==> src/rtl/core/wicf_pkg.sv <==
// Shared types and constants for the weighted index by cumulative fraction block.
// Depends on nothing; imported by the top level.
`default_nettype none

package wicf_pkg;

  // Defaults for the top-level parameters.
  localparam int unsigned MAX_ENTRIES_DEF = 64;
  localparam int unsigned WEIGHT_BITS_DEF = 16;

  // Fixed field widths of the stream payloads.
  localparam int unsigned WEIGHT_W = 16;
  localparam int unsigned FRAC_W   = 17;
  localparam int unsigned INDEX_W  = 6;
  localparam int unsigned Q16_SH   = 16;

  localparam logic [FRAC_W-1:0] Q16_ONE = FRAC_W'(32'h0001_0000);

  localparam int unsigned S_TDATA_W = 40;
  localparam int unsigned M_TDATA_W = 8;

  typedef enum logic {
    KIND_LOAD  = 1'b0,
    KIND_QUERY = 1'b1
  } kind_e;

endpackage

`default_nettype wire

==> src/rtl/core/wicf_ptab.sv <==
// Prefix-sum table: one write port and one read port with registered read data.
// No dependencies; contents are undefined until written.
`default_nettype none

module wicf_ptab #(
  parameter int unsigned DEPTH  = 64,
  parameter int unsigned DATA_W = 22,
  parameter int unsigned ADDR_W = 6
) (
  input  wire logic              clk_i,
  input  wire logic              wr_en_i,
  input  wire logic [ADDR_W-1:0] wr_addr_i,
  input  wire logic [DATA_W-1:0] wr_data_i,
  input  wire logic              rd_en_i,
  input  wire logic [ADDR_W-1:0] rd_addr_i,
  output logic      [DATA_W-1:0] rd_data_o
);

  logic [DATA_W-1:0] mem_q [DEPTH];
  logic [DATA_W-1:0] rd_data_q;

  always_ff @(posedge clk_i) begin
    if (wr_en_i) begin
      mem_q[wr_addr_i] <= wr_data_i;
    end
  end

  always_ff @(posedge clk_i) begin
    if (rd_en_i) begin
      rd_data_q <= mem_q[rd_addr_i];
    end
  end

  assign rd_data_o = rd_data_q;

endmodule

`default_nettype wire

==> src/rtl/core/weighted_index_by_cumulative_fraction_top.sv <==
// Weighted index by cumulative fraction: weight loads build a prefix-sum table,
// queries scan it with one shared comparator. Depends on wicf_pkg and wicf_ptab.
// Loads produce no transfer. A query scans the table one entry per cycle and reports the first
// index whose prefix sum reaches the fraction of the total, or goes straight to the result on an
// empty table or a zero total; the input waits until the result register takes it.
// Asynchronous active-low reset empties the table; the output holds no transfer.
`default_nettype none

module weighted_index_by_cumulative_fraction_top
  import wicf_pkg::*;
#(
  parameter int unsigned MAX_ENTRIES = MAX_ENTRIES_DEF,
  parameter int unsigned WEIGHT_BITS = WEIGHT_BITS_DEF
) (
  input  wire logic                 clk_i,
  input  wire logic                 rst_ni,
  input  wire logic                 s_axis_tvalid_i,
  output logic                      s_axis_tready_o,
  // [0] first, [16:1] weight, [33:17] fraction, [39:34] zero
  input  wire logic [S_TDATA_W-1:0] s_axis_tdata_i,
  // [0] kind
  input  wire logic                 s_axis_tuser_i,
  output logic                      m_axis_tvalid_o,
  input  wire logic                 m_axis_tready_i,
  // [5:0] index, [6] found, [7] zero
  output logic      [M_TDATA_W-1:0] m_axis_tdata_o
);

  localparam int unsigned EFF_W = (WEIGHT_BITS < WEIGHT_W) ? WEIGHT_BITS : WEIGHT_W;
  localparam int unsigned AW    = $clog2(MAX_ENTRIES);
  localparam int unsigned CW    = $clog2(MAX_ENTRIES + 1);
  localparam int unsigned SUM_W = EFF_W + AW;
  localparam int unsigned PROD_W = SUM_W + FRAC_W;

  typedef enum logic [1:0] {
    ST_IDLE,
    ST_SCAN,
    ST_DONE
  } state_e;

  state_e             state_q;
  logic [CW-1:0]      count_q;
  logic [SUM_W-1:0]   total_q;
  logic [PROD_W-1:0]  lhs_q;
  logic [CW-1:0]      addr_q;
  logic               rd_vld_q;
  logic [AW-1:0]      rd_idx_q;
  logic               res_found_q;
  logic [AW-1:0]      res_idx_q;
  logic               out_vld_q;
  logic               out_found_q;
  logic [INDEX_W-1:0] out_idx_q;

  logic                 in_xfer;
  kind_e                kind;
  logic                 first;
  logic [EFF_W-1:0]     weight_eff;
  logic [FRAC_W-1:0]    frac_raw;
  logic [FRAC_W-1:0]    frac_sat;
  logic [CW-1:0]        base_cnt;
  logic [SUM_W-1:0]     base_tot;
  logic [SUM_W-1:0]     new_tot;
  logic                 load_ok;
  logic                 wr_en;
  logic                 issue;
  logic [SUM_W-1:0]     rd_data;
  logic [PROD_W-1:0]    rhs;
  logic                 hit;
  logic                 last_seen;
  logic [AW+INDEX_W-1:0] res_idx_ext;
  logic                 out_free;

  assign s_axis_tready_o = (state_q == ST_IDLE);
  assign in_xfer         = s_axis_tvalid_i && s_axis_tready_o;

  assign kind       = kind_e'(s_axis_tuser_i);
  assign first      = s_axis_tdata_i[0];
  assign weight_eff = s_axis_tdata_i[EFF_W:1];
  assign frac_raw   = s_axis_tdata_i[FRAC_W+WEIGHT_W:WEIGHT_W+1];
  assign frac_sat   = (frac_raw > Q16_ONE) ? Q16_ONE : frac_raw;

  // A load marked first restarts the table before its own weight is stored.
  assign base_cnt = first ? '0 : count_q;
  assign base_tot = first ? '0 : total_q;
  assign load_ok  = (base_cnt < CW'(MAX_ENTRIES));
  assign new_tot  = base_tot + SUM_W'(weight_eff);
  assign wr_en    = in_xfer && (kind == KIND_LOAD) && load_ok;

  // The scan issues one read per cycle and compares the entry read the cycle before.
  assign issue = (state_q == ST_SCAN) && (addr_q < count_q);

  wicf_ptab #(
    .DEPTH  (MAX_ENTRIES),
    .DATA_W (SUM_W),
    .ADDR_W (AW)
  ) u_ptab (
    .clk_i     (clk_i),
    .wr_en_i   (wr_en),
    .wr_addr_i (base_cnt[AW-1:0]),
    .wr_data_i (new_tot),
    .rd_en_i   (issue),
    .rd_addr_i (addr_q[AW-1:0]),
    .rd_data_o (rd_data)
  );

  assign rhs       = {PROD_W'(rd_data)} << Q16_SH;
  assign hit       = rd_vld_q && (lhs_q <= rhs);
  assign last_seen = rd_vld_q && ((CW'(rd_idx_q) + CW'(1)) == count_q);

  assign res_idx_ext = {{INDEX_W{1'b0}}, res_idx_q};
  assign out_free    = !out_vld_q || m_axis_tready_i;

  always_ff @(posedge clk_i or negedge rst_ni) begin
    if (!rst_ni) begin
      state_q     <= ST_IDLE;
      count_q     <= '0;
      total_q     <= '0;
      lhs_q       <= '0;
      addr_q      <= '0;
      rd_vld_q    <= 1'b0;
      rd_idx_q    <= '0;
      res_found_q <= 1'b0;
      res_idx_q   <= '0;
      out_vld_q   <= 1'b0;
      out_found_q <= 1'b0;
      out_idx_q   <= '0;
    end else begin
      // The done step reloads the result register itself when it is free.
      if (out_vld_q && m_axis_tready_i && (state_q != ST_DONE)) begin
        out_vld_q <= 1'b0;
      end
      unique case (state_q)
        ST_IDLE: begin
          rd_vld_q <= 1'b0;
          addr_q   <= '0;
          if (in_xfer) begin
            unique case (kind)
              KIND_LOAD: begin
                if (load_ok) begin
                  count_q <= base_cnt + CW'(1);
                  total_q <= new_tot;
                end
              end
              KIND_QUERY: begin
                lhs_q <= PROD_W'(frac_sat) * PROD_W'(total_q);
                if ((count_q == '0) || (total_q == '0)) begin
                  res_found_q <= 1'b0;
                  res_idx_q   <= '0;
                  state_q     <= ST_DONE;
                end else begin
                  state_q <= ST_SCAN;
                end
              end
              default: ;
            endcase
          end
        end
        ST_SCAN: begin
          rd_vld_q <= issue;
          rd_idx_q <= addr_q[AW-1:0];
          if (issue) begin
            addr_q <= addr_q + CW'(1);
          end
          if (hit) begin
            res_found_q <= 1'b1;
            res_idx_q   <= rd_idx_q;
            state_q     <= ST_DONE;
          end else if (last_seen) begin
            res_found_q <= 1'b0;
            res_idx_q   <= '0;
            state_q     <= ST_DONE;
          end
        end
        ST_DONE: begin
          if (out_free) begin
            out_vld_q   <= 1'b1;
            out_found_q <= res_found_q;
            out_idx_q   <= res_idx_ext[INDEX_W-1:0];
            state_q     <= ST_IDLE;
          end
        end
        default: state_q <= ST_IDLE;
      endcase
    end
  end

  assign m_axis_tvalid_o = out_vld_q;
  assign m_axis_tdata_o  = {1'b0, out_found_q, out_idx_q};

`ifndef SYNTHESIS
  a_scan_nonempty: assert property (@(posedge clk_i) disable iff (!rst_ni)
    (state_q == ST_SCAN) |-> ((count_q != '0) && (total_q != '0)))
    else $error("table scan running on an empty table");

  a_empty_total: assert property (@(posedge clk_i) disable iff (!rst_ni)
    (count_q == '0) |-> (total_q == '0))
    else $error("nonzero total with no stored entries");

  a_rd_in_range: assert property (@(posedge clk_i) disable iff (!rst_ni)
    ((state_q == ST_SCAN) && rd_vld_q) |-> (CW'(rd_idx_q) < count_q))
    else $error("compared an entry beyond the stored count");

  a_result_from_done: assert property (@(posedge clk_i) disable iff (!rst_ni)
    $rose(out_vld_q) |-> ($past(state_q) == ST_DONE))
    else $error("result transfer raised outside the done step");
`endif

endmodule

`default_nettype wire
==> config.mk <==
export PLATFORM = sky130hd
export DESIGN_NAME = weighted_index_by_cumulative_fraction_top
export DESIGN_NICKNAME = d
export VERILOG_FILES = /design/src/rtl/core/wicf_pkg.sv /design/src/rtl/core/wicf_ptab.sv /design/src/rtl/core/weighted_index_by_cumulative_fraction_top.sv
export SDC_FILE = /design/constraint.sdc
export NUM_CORES = 2
export LEC_CHECK = 0
export BUFFER_PORTS_ARGS = -buffer_cell sky130_fd_sc_hd__buf_2
export CAP_MARGIN = 10
export CORE_ASPECT_RATIO = 1.2
export CORE_MARGIN = 3
export CORE_UTILIZATION = 40
export DETAILED_ROUTE_END_ITERATION = 10
export PLACE_DENSITY = 0.59
export SLEW_MARGIN = 30
export SYNTH_ARGS = -nofsm -noshare
export SYNTH_HDL_FRONTEND = slang
export SYNTH_HIERARCHICAL = 1
export SYNTH_SLANG_ARGS = --single-unit
==> constraint.sdc <==
create_clock -name clk_i -period 8.44 [get_ports clk_i]
set_input_delay 1.688 -clock clk_i [delete_from_list [all_inputs] [get_ports clk_i]]
set_output_delay 1.688 -clock clk_i [all_outputs]
set_load 0.005 [all_outputs]
After elaboration in Yosys (flattened, before gate mapping) --
Memory sizes are Yosys's and may differ from the RTL's. A register that Yosys moved wholly into a read port is not among the register bits. Cells that the tools add are included. Widths: inputs -> output; s select.
Operators by class: bitwise logic cells 1, shifts and indexed selects 0, multipliers 1, reduce and logical (&&, ||, !) cells 21, $lt $le $gt $ge 4, divide/modulo/power cells 0, $add $sub $neg 4, mux-type cells 30, equal/unequal tests 10
Operators with widths (count):
- $le 39x38->1 | 1
- $mul 17x22->39 | 1
- $mux 6 | 5
- $add 22x16->22 | 1
- $logic_not 22->1 | 1
- $mux 22 | 1
- $gt 17x17->1 const B | 1
- $mux 17 | 1
- $add 7x1->7 const B | 2
- $mux 7 | 2
- $pmux 7 s2 | 1
- $mux 2 | 6
- $pmux 6 s2 | 1
- $mux 1 | 10
- $logic_and 1x1->1 | 8
- $reduce_and 4->1 | 2
- $add 6x1->7 const B | 1
- $eq 7x7->1 | 1
- $logic_not 7->1 | 1
- $lt 7x7->1 | 1
- $lt 7x7->1 const B | 1
- $ne 2x1->1 const B | 3
- $ne 2x2->1 const B | 3
- $pmux 2 s3 | 1
- other kinds (12) | 15
Word-level totals: latch bits 0, ROM bits 0, memory bits (writable) 1408, input port bits 45, memories kept 1, bits in registers 99, output and inout bits 10, word-level logic and storage cells 84
Memories:
- u_ptab.mem_q | words 64, width 22, read ports 1, clocked after memory_dff 1, wr ports 1, RTL line wicf_ptab.sv:19 | logic [DATA_W-1:0] mem_q [DEPTH];

Logic depth before layout (Yosys ltp) --
depth after elaboration 6, depth in mapped cells 26, gate-level depth less buffers 25

Modules after synthesis --
Netlist, hierarchy kept.
By module, submodules not included:
- wicf_ptab | seq. area each 42941.2 um^2, times used 1, area an instance 54481.0 um^2, cells each 2349
- weighted_index_by_cumulative_fraction_top | seq. area each 2477.4 um^2, times used 1, area an instance 18486.5 um^2, cells each 2154

Worst setup path after synthesis --
No wires, ideal clock.
path type in2reg, from input s_axis_tdata_i[29], to register lhs_q[23], required time 8.314 ns, cell stages on the path 24, data arrival time 7.933 ns, library setup time 0.126 ns, slack 0.380 ns, path buffers 2, cells stage by stage nor4_1 a41oi_1 nor2b_1 clkbuf_1 nand2_1 fa_1 inv_1 fa_1 inv_1 fa_1 fa_1 fa_1 fa_1 inv_1 ha_1 buf_2 a211oi_1 o21ai_0 a21oi_1 o211ai_1 a31oi_1 o21bai_1 mux2i_1 a311o_1
On the way: longest elaborated chain between the ends 3
RTL lines:
- start: declaration | RTL line weighted_index_by_cumulative_fraction_top.sv:20 | input wire logic [S_TDATA_W-1:0] s_axis_tdata_i,
- $gt 17x17->1 | RTL line weighted_index_by_cumulative_fraction_top.sv:80 | assign frac_sat = (frac_raw > Q16_ONE) ? Q16_ONE : frac_raw;
- $mux 17 (*) | RTL line weighted_index_by_cumulative_fraction_top.sv:80
- $mul 17x22->39 (*) | RTL line weighted_index_by_cumulative_fraction_top.sv:145 | lhs_q <= PROD_W'(frac_sat) * PROD_W'(total_q);
- end signal: assignment | RTL line weighted_index_by_cumulative_fraction_top.sv:145
- end: declaration | RTL line weighted_index_by_cumulative_fraction_top.sv:44 | logic [PROD_W-1:0] lhs_q;
Every way passes the cells marked *; elsewhere a longest branch is shown, timed or not. A chain may end at the register's enable or synchronous reset.

Worst setup path after layout --
from input s_axis_tdata_i[29], to register lhs_q[31]
Same word-level chain as after synthesis.

==> results.tsv <==
stage	metric	value	unit
cts	cts_resized	0	
detailed_routing	antenna_left	0	
timing	fmax	128.0	MHz
die	die_y	473.9	µm
worst_setup_path	path_common_cell	fa_1	
logic_synthesis	ys_types	81	
detailed_routing	drt_iter0_drc	3431	
logic_synthesis	ys_warn_count	6	
detailed_routing	dr_total_vias	39890	
cells_and_area	drive_gt1_share	20.87	%
die	ios	55	
grt	grt_pass1_wl	272900	µm
timing	rsz0062_at_grt	false	
die	coreArea	181200	µm²
logic_synthesis	synthArstFlopShare	6.475	%
job	cap_violations	0	
worst_hold_path	hp-class	flip-flop to flip-flop	
cells_and_area	finalNetCount	5220	
grt	grt_pass1_vias	41920	
detailed_routing	drc	0	
logic_synthesis	synth-seq-cells	1529	
cts	cts-root-buf	clkbuf_16	
die	rows	171	
logic_synthesis	avgSynthCellArea	16.20	µm²
cts	post-cts-setup-buffer-count	0	
timing	fin_skew	30.72	ps
cts	insertion_delay	780	ps
worst_setup_path	crit_required	9070	ps
logic_synthesis	synth_nets	5008	
die	die_area	187600	µm²
detailed_routing	wl_per_cell	24.92	µm
logic_synthesis	yosysSeqAreaShare	62.24	%
logic_synthesis	syn_inst	4503	
cts	path_clk_slew	60	ps
cts	clock-sinks	1529	
cells_and_area	syn_to_final_growth	13.15	%
grt	antenna_found_initial	7	
timing	period_minus_slack	7810	ps
logic_synthesis	synth_enable_flop_cells	1430	
cts	cts_buffers	154	
place	dp_cells	6980	
place	dpl.hpwl	114400	µm
cells_and_area	final_cell_mix	edfxtp_1 (1,430), inv_1 (416), nand2_1 (381)	
pwr	ir_drop	467.2	µV
detailed_routing	viasPerCell	5.492	
status	status	finished clean	
worst_setup_path	cp-start-kind	input pin	
grt	grt_overflow_total	0	
timing	slew_headroom	29.46	%
timing	drv_slew	0	
grt	grtUsageTotal	19.58	%
pwr	leakage	29.15	nW
place	post-place-ws	-190.3	ps
timing	fin_setup_tns	0	ps
timing	worst_slack	630.3	ps
worst_setup_path	cp.arrival	8440	ps
pwr	power	29.66	mW
cts	max-clock-path-buffers	3	
cells_and_area	final_common_cell	edfxtp_1	
cts	tritoncts	built	
cts	htreeDepth	4	
logic_synthesis	netlist_area	72970	µm²
die	die_w	395.9	µm
cts	hold_buffers	0	
timing	setup_violations	0	
place	port_buffers	47	
detailed_routing	finalWirelength	181000	µm
timing	hold_violations	0	
pwr	power.density	359.3	nW/µm²
logic_synthesis	synth_ff_type	edfxtp_1	
worst_setup_path	cp_max_fo	9	
die	initial_core_util	40.26	%
worst_setup_path	cp-end-kind	flip-flop	
cells_and_area	stdcell_count	7264	
worst_setup_path	crit_slowest_cell	fa_1	
grt	grt_max_degree	110	
worst_setup_path	criticalPathCategory	input pin to flip-flop	
detailed_routing	dr.pass1.iters	5	
place	routabilityCongestion	0.8554	
worst_setup_path	cpPeakStageDelay	580	ps
cells_and_area	fin_util	45.56	%
timing	worst_pin_slew	1058	ps
timing	period_share	92.53	%
==> layer usage <==
metal	routed length (µm)	track usage [%]	share of wire [%]	vias up
li1	-	-	-	17190
met1	71370	25.32	39	21190
met2	92090	33.90	51	1247
met3	12120	3.144	6.7	270
met4	5413	6.040	3.0	2
met5	54	0.2329	0.030	-
==> report_power, final <==
| group | switching (mW) | internal, mW |
|---|---|---|
| Sequential | 0.460 | 9.45 |
| Combinational | 7.63 | 5.68 |
| Clock | 2.79 | 3.66 |
==> kinds of logic after synthesis <==
group                    synth area share, %
XOR/XNOR                              0.6362
adder cells (fa/ha/maj)                10.97
multiplexers                           12.40
AND/OR/NAND/NOR                        5.707
other                               0.005139
flip-flops                             62.24
buffers and inverters                  3.680
AO/OA/AOI/OAI                          4.352
==> cell type report <==
| cell class | count | area, µm² |
|---|---|---|
| Antenna cell | 3 | 7.507 |
| Clock buffer | 199 | 4202 |
| Clock inverter | 81 | 528.0 |
| Fill cell | 15760 | 98660 |
| Inverter | 418 | 1569 |
| Multi-Input combinational cell | 2313 | 25370 |
| Sequential cell | 1529 | 45440 |
| Tap cell | 2422 | 3030 |
| Timing Repair Buffer | 299 | 2421 |
==> critical path, delay by kind of cell <==
family	cells	cell delay [ps]
fa+ha+maj	7	3480
buf+inv	6	620
compound gates	9	1990
simple gates	3	620
==> cell usage after synthesis (all sizes together), types with 7 or more instances <==
| cell | number | area share [%] |
|---|---|---|
| and3 | 9 | 0.077 |
| nor2 | 135 | 0.69 |
| a21o | 34 | 0.35 |
| ha | 160 | 2.7 |
| xor2 | 17 | 0.20 |
| nand3b | 10 | 0.10 |
| nor4 | 16 | 0.14 |
| buf | 95 | 0.76 |
| a211oi | 24 | 0.27 |
| mux2i | 76 | 1.0 |
| o21bai | 8 | 0.082 |
| xnor2 | 36 | 0.43 |
| o221ai | 13 | 0.16 |
| a221oi | 20 | 0.24 |
| a22o | 29 | 0.35 |
| a22oi | 45 | 0.47 |
| o21a | 11 | 0.11 |
| a31oi | 10 | 0.086 |
| nor2b | 52 | 0.45 |
| nand3 | 50 | 0.34 |
| nand4 | 20 | 0.17 |
| clkbuf | 148 | 0.77 |
| nand2 | 381 | 2.0 |
| edfxtp | 1430 | 59 |
| fa | 300 | 8.2 |
| dfrtp | 99 | 3.4 |
| inv | 417 | 2.1 |
| mux2 | 32 | 0.49 |
| nand2b | 15 | 0.13 |
| o21ai | 100 | 0.70 |
| o22ai | 8 | 0.069 |
| mux4 | 352 | 11 |
| o211ai | 13 | 0.13 |
| o31ai | 9 | 0.093 |
| a21oi | 88 | 0.62 |
| nor3 | 13 | 0.089 |
| a211o | 7 | 0.084 |
| and2 | 153 | 1.3 |
==> sequential cells by signal, summed over array words and instances, names as in the netlist, 2 cells and up <==
register and flops:
addr_q 7, count_q 7, lhs_q 39, res_idx_q 6
total_q 22, rd_idx_q 6, out_idx_q 6, u_ptab/mem_q 1408
state_q 2, u_ptab/rd_data_o 22
==> per-stage QoR <==
step	hold WS, ps	instance area, µm²
floorplan	439.1	72970
global placement	456.1	77550
detailed placement	460.7	77780
CTS	476.1	82510
global route	514.7	82550
finish	473.9	82560
==> final timing paths <==
path	startpoint	endpoint	slack [ps]	depth (start not counted)
setup / recovery	s_axis_tdata_i[29]	lhs_q[31]	630	25
hold / removal	lhs_q[0]	lhs_q[0]	470	2
setup reg to reg	total_q[11]	lhs_q[31]	1640	19
hold reg to reg	lhs_q[0]	lhs_q[0]	470	2
max in group asynchronous	rst_ni	addr_q[0]	6460	2
min in group asynchronous	rst_ni	lhs_q[30]	890	1
No activity file was read; power rests on OpenSTA's default activity.
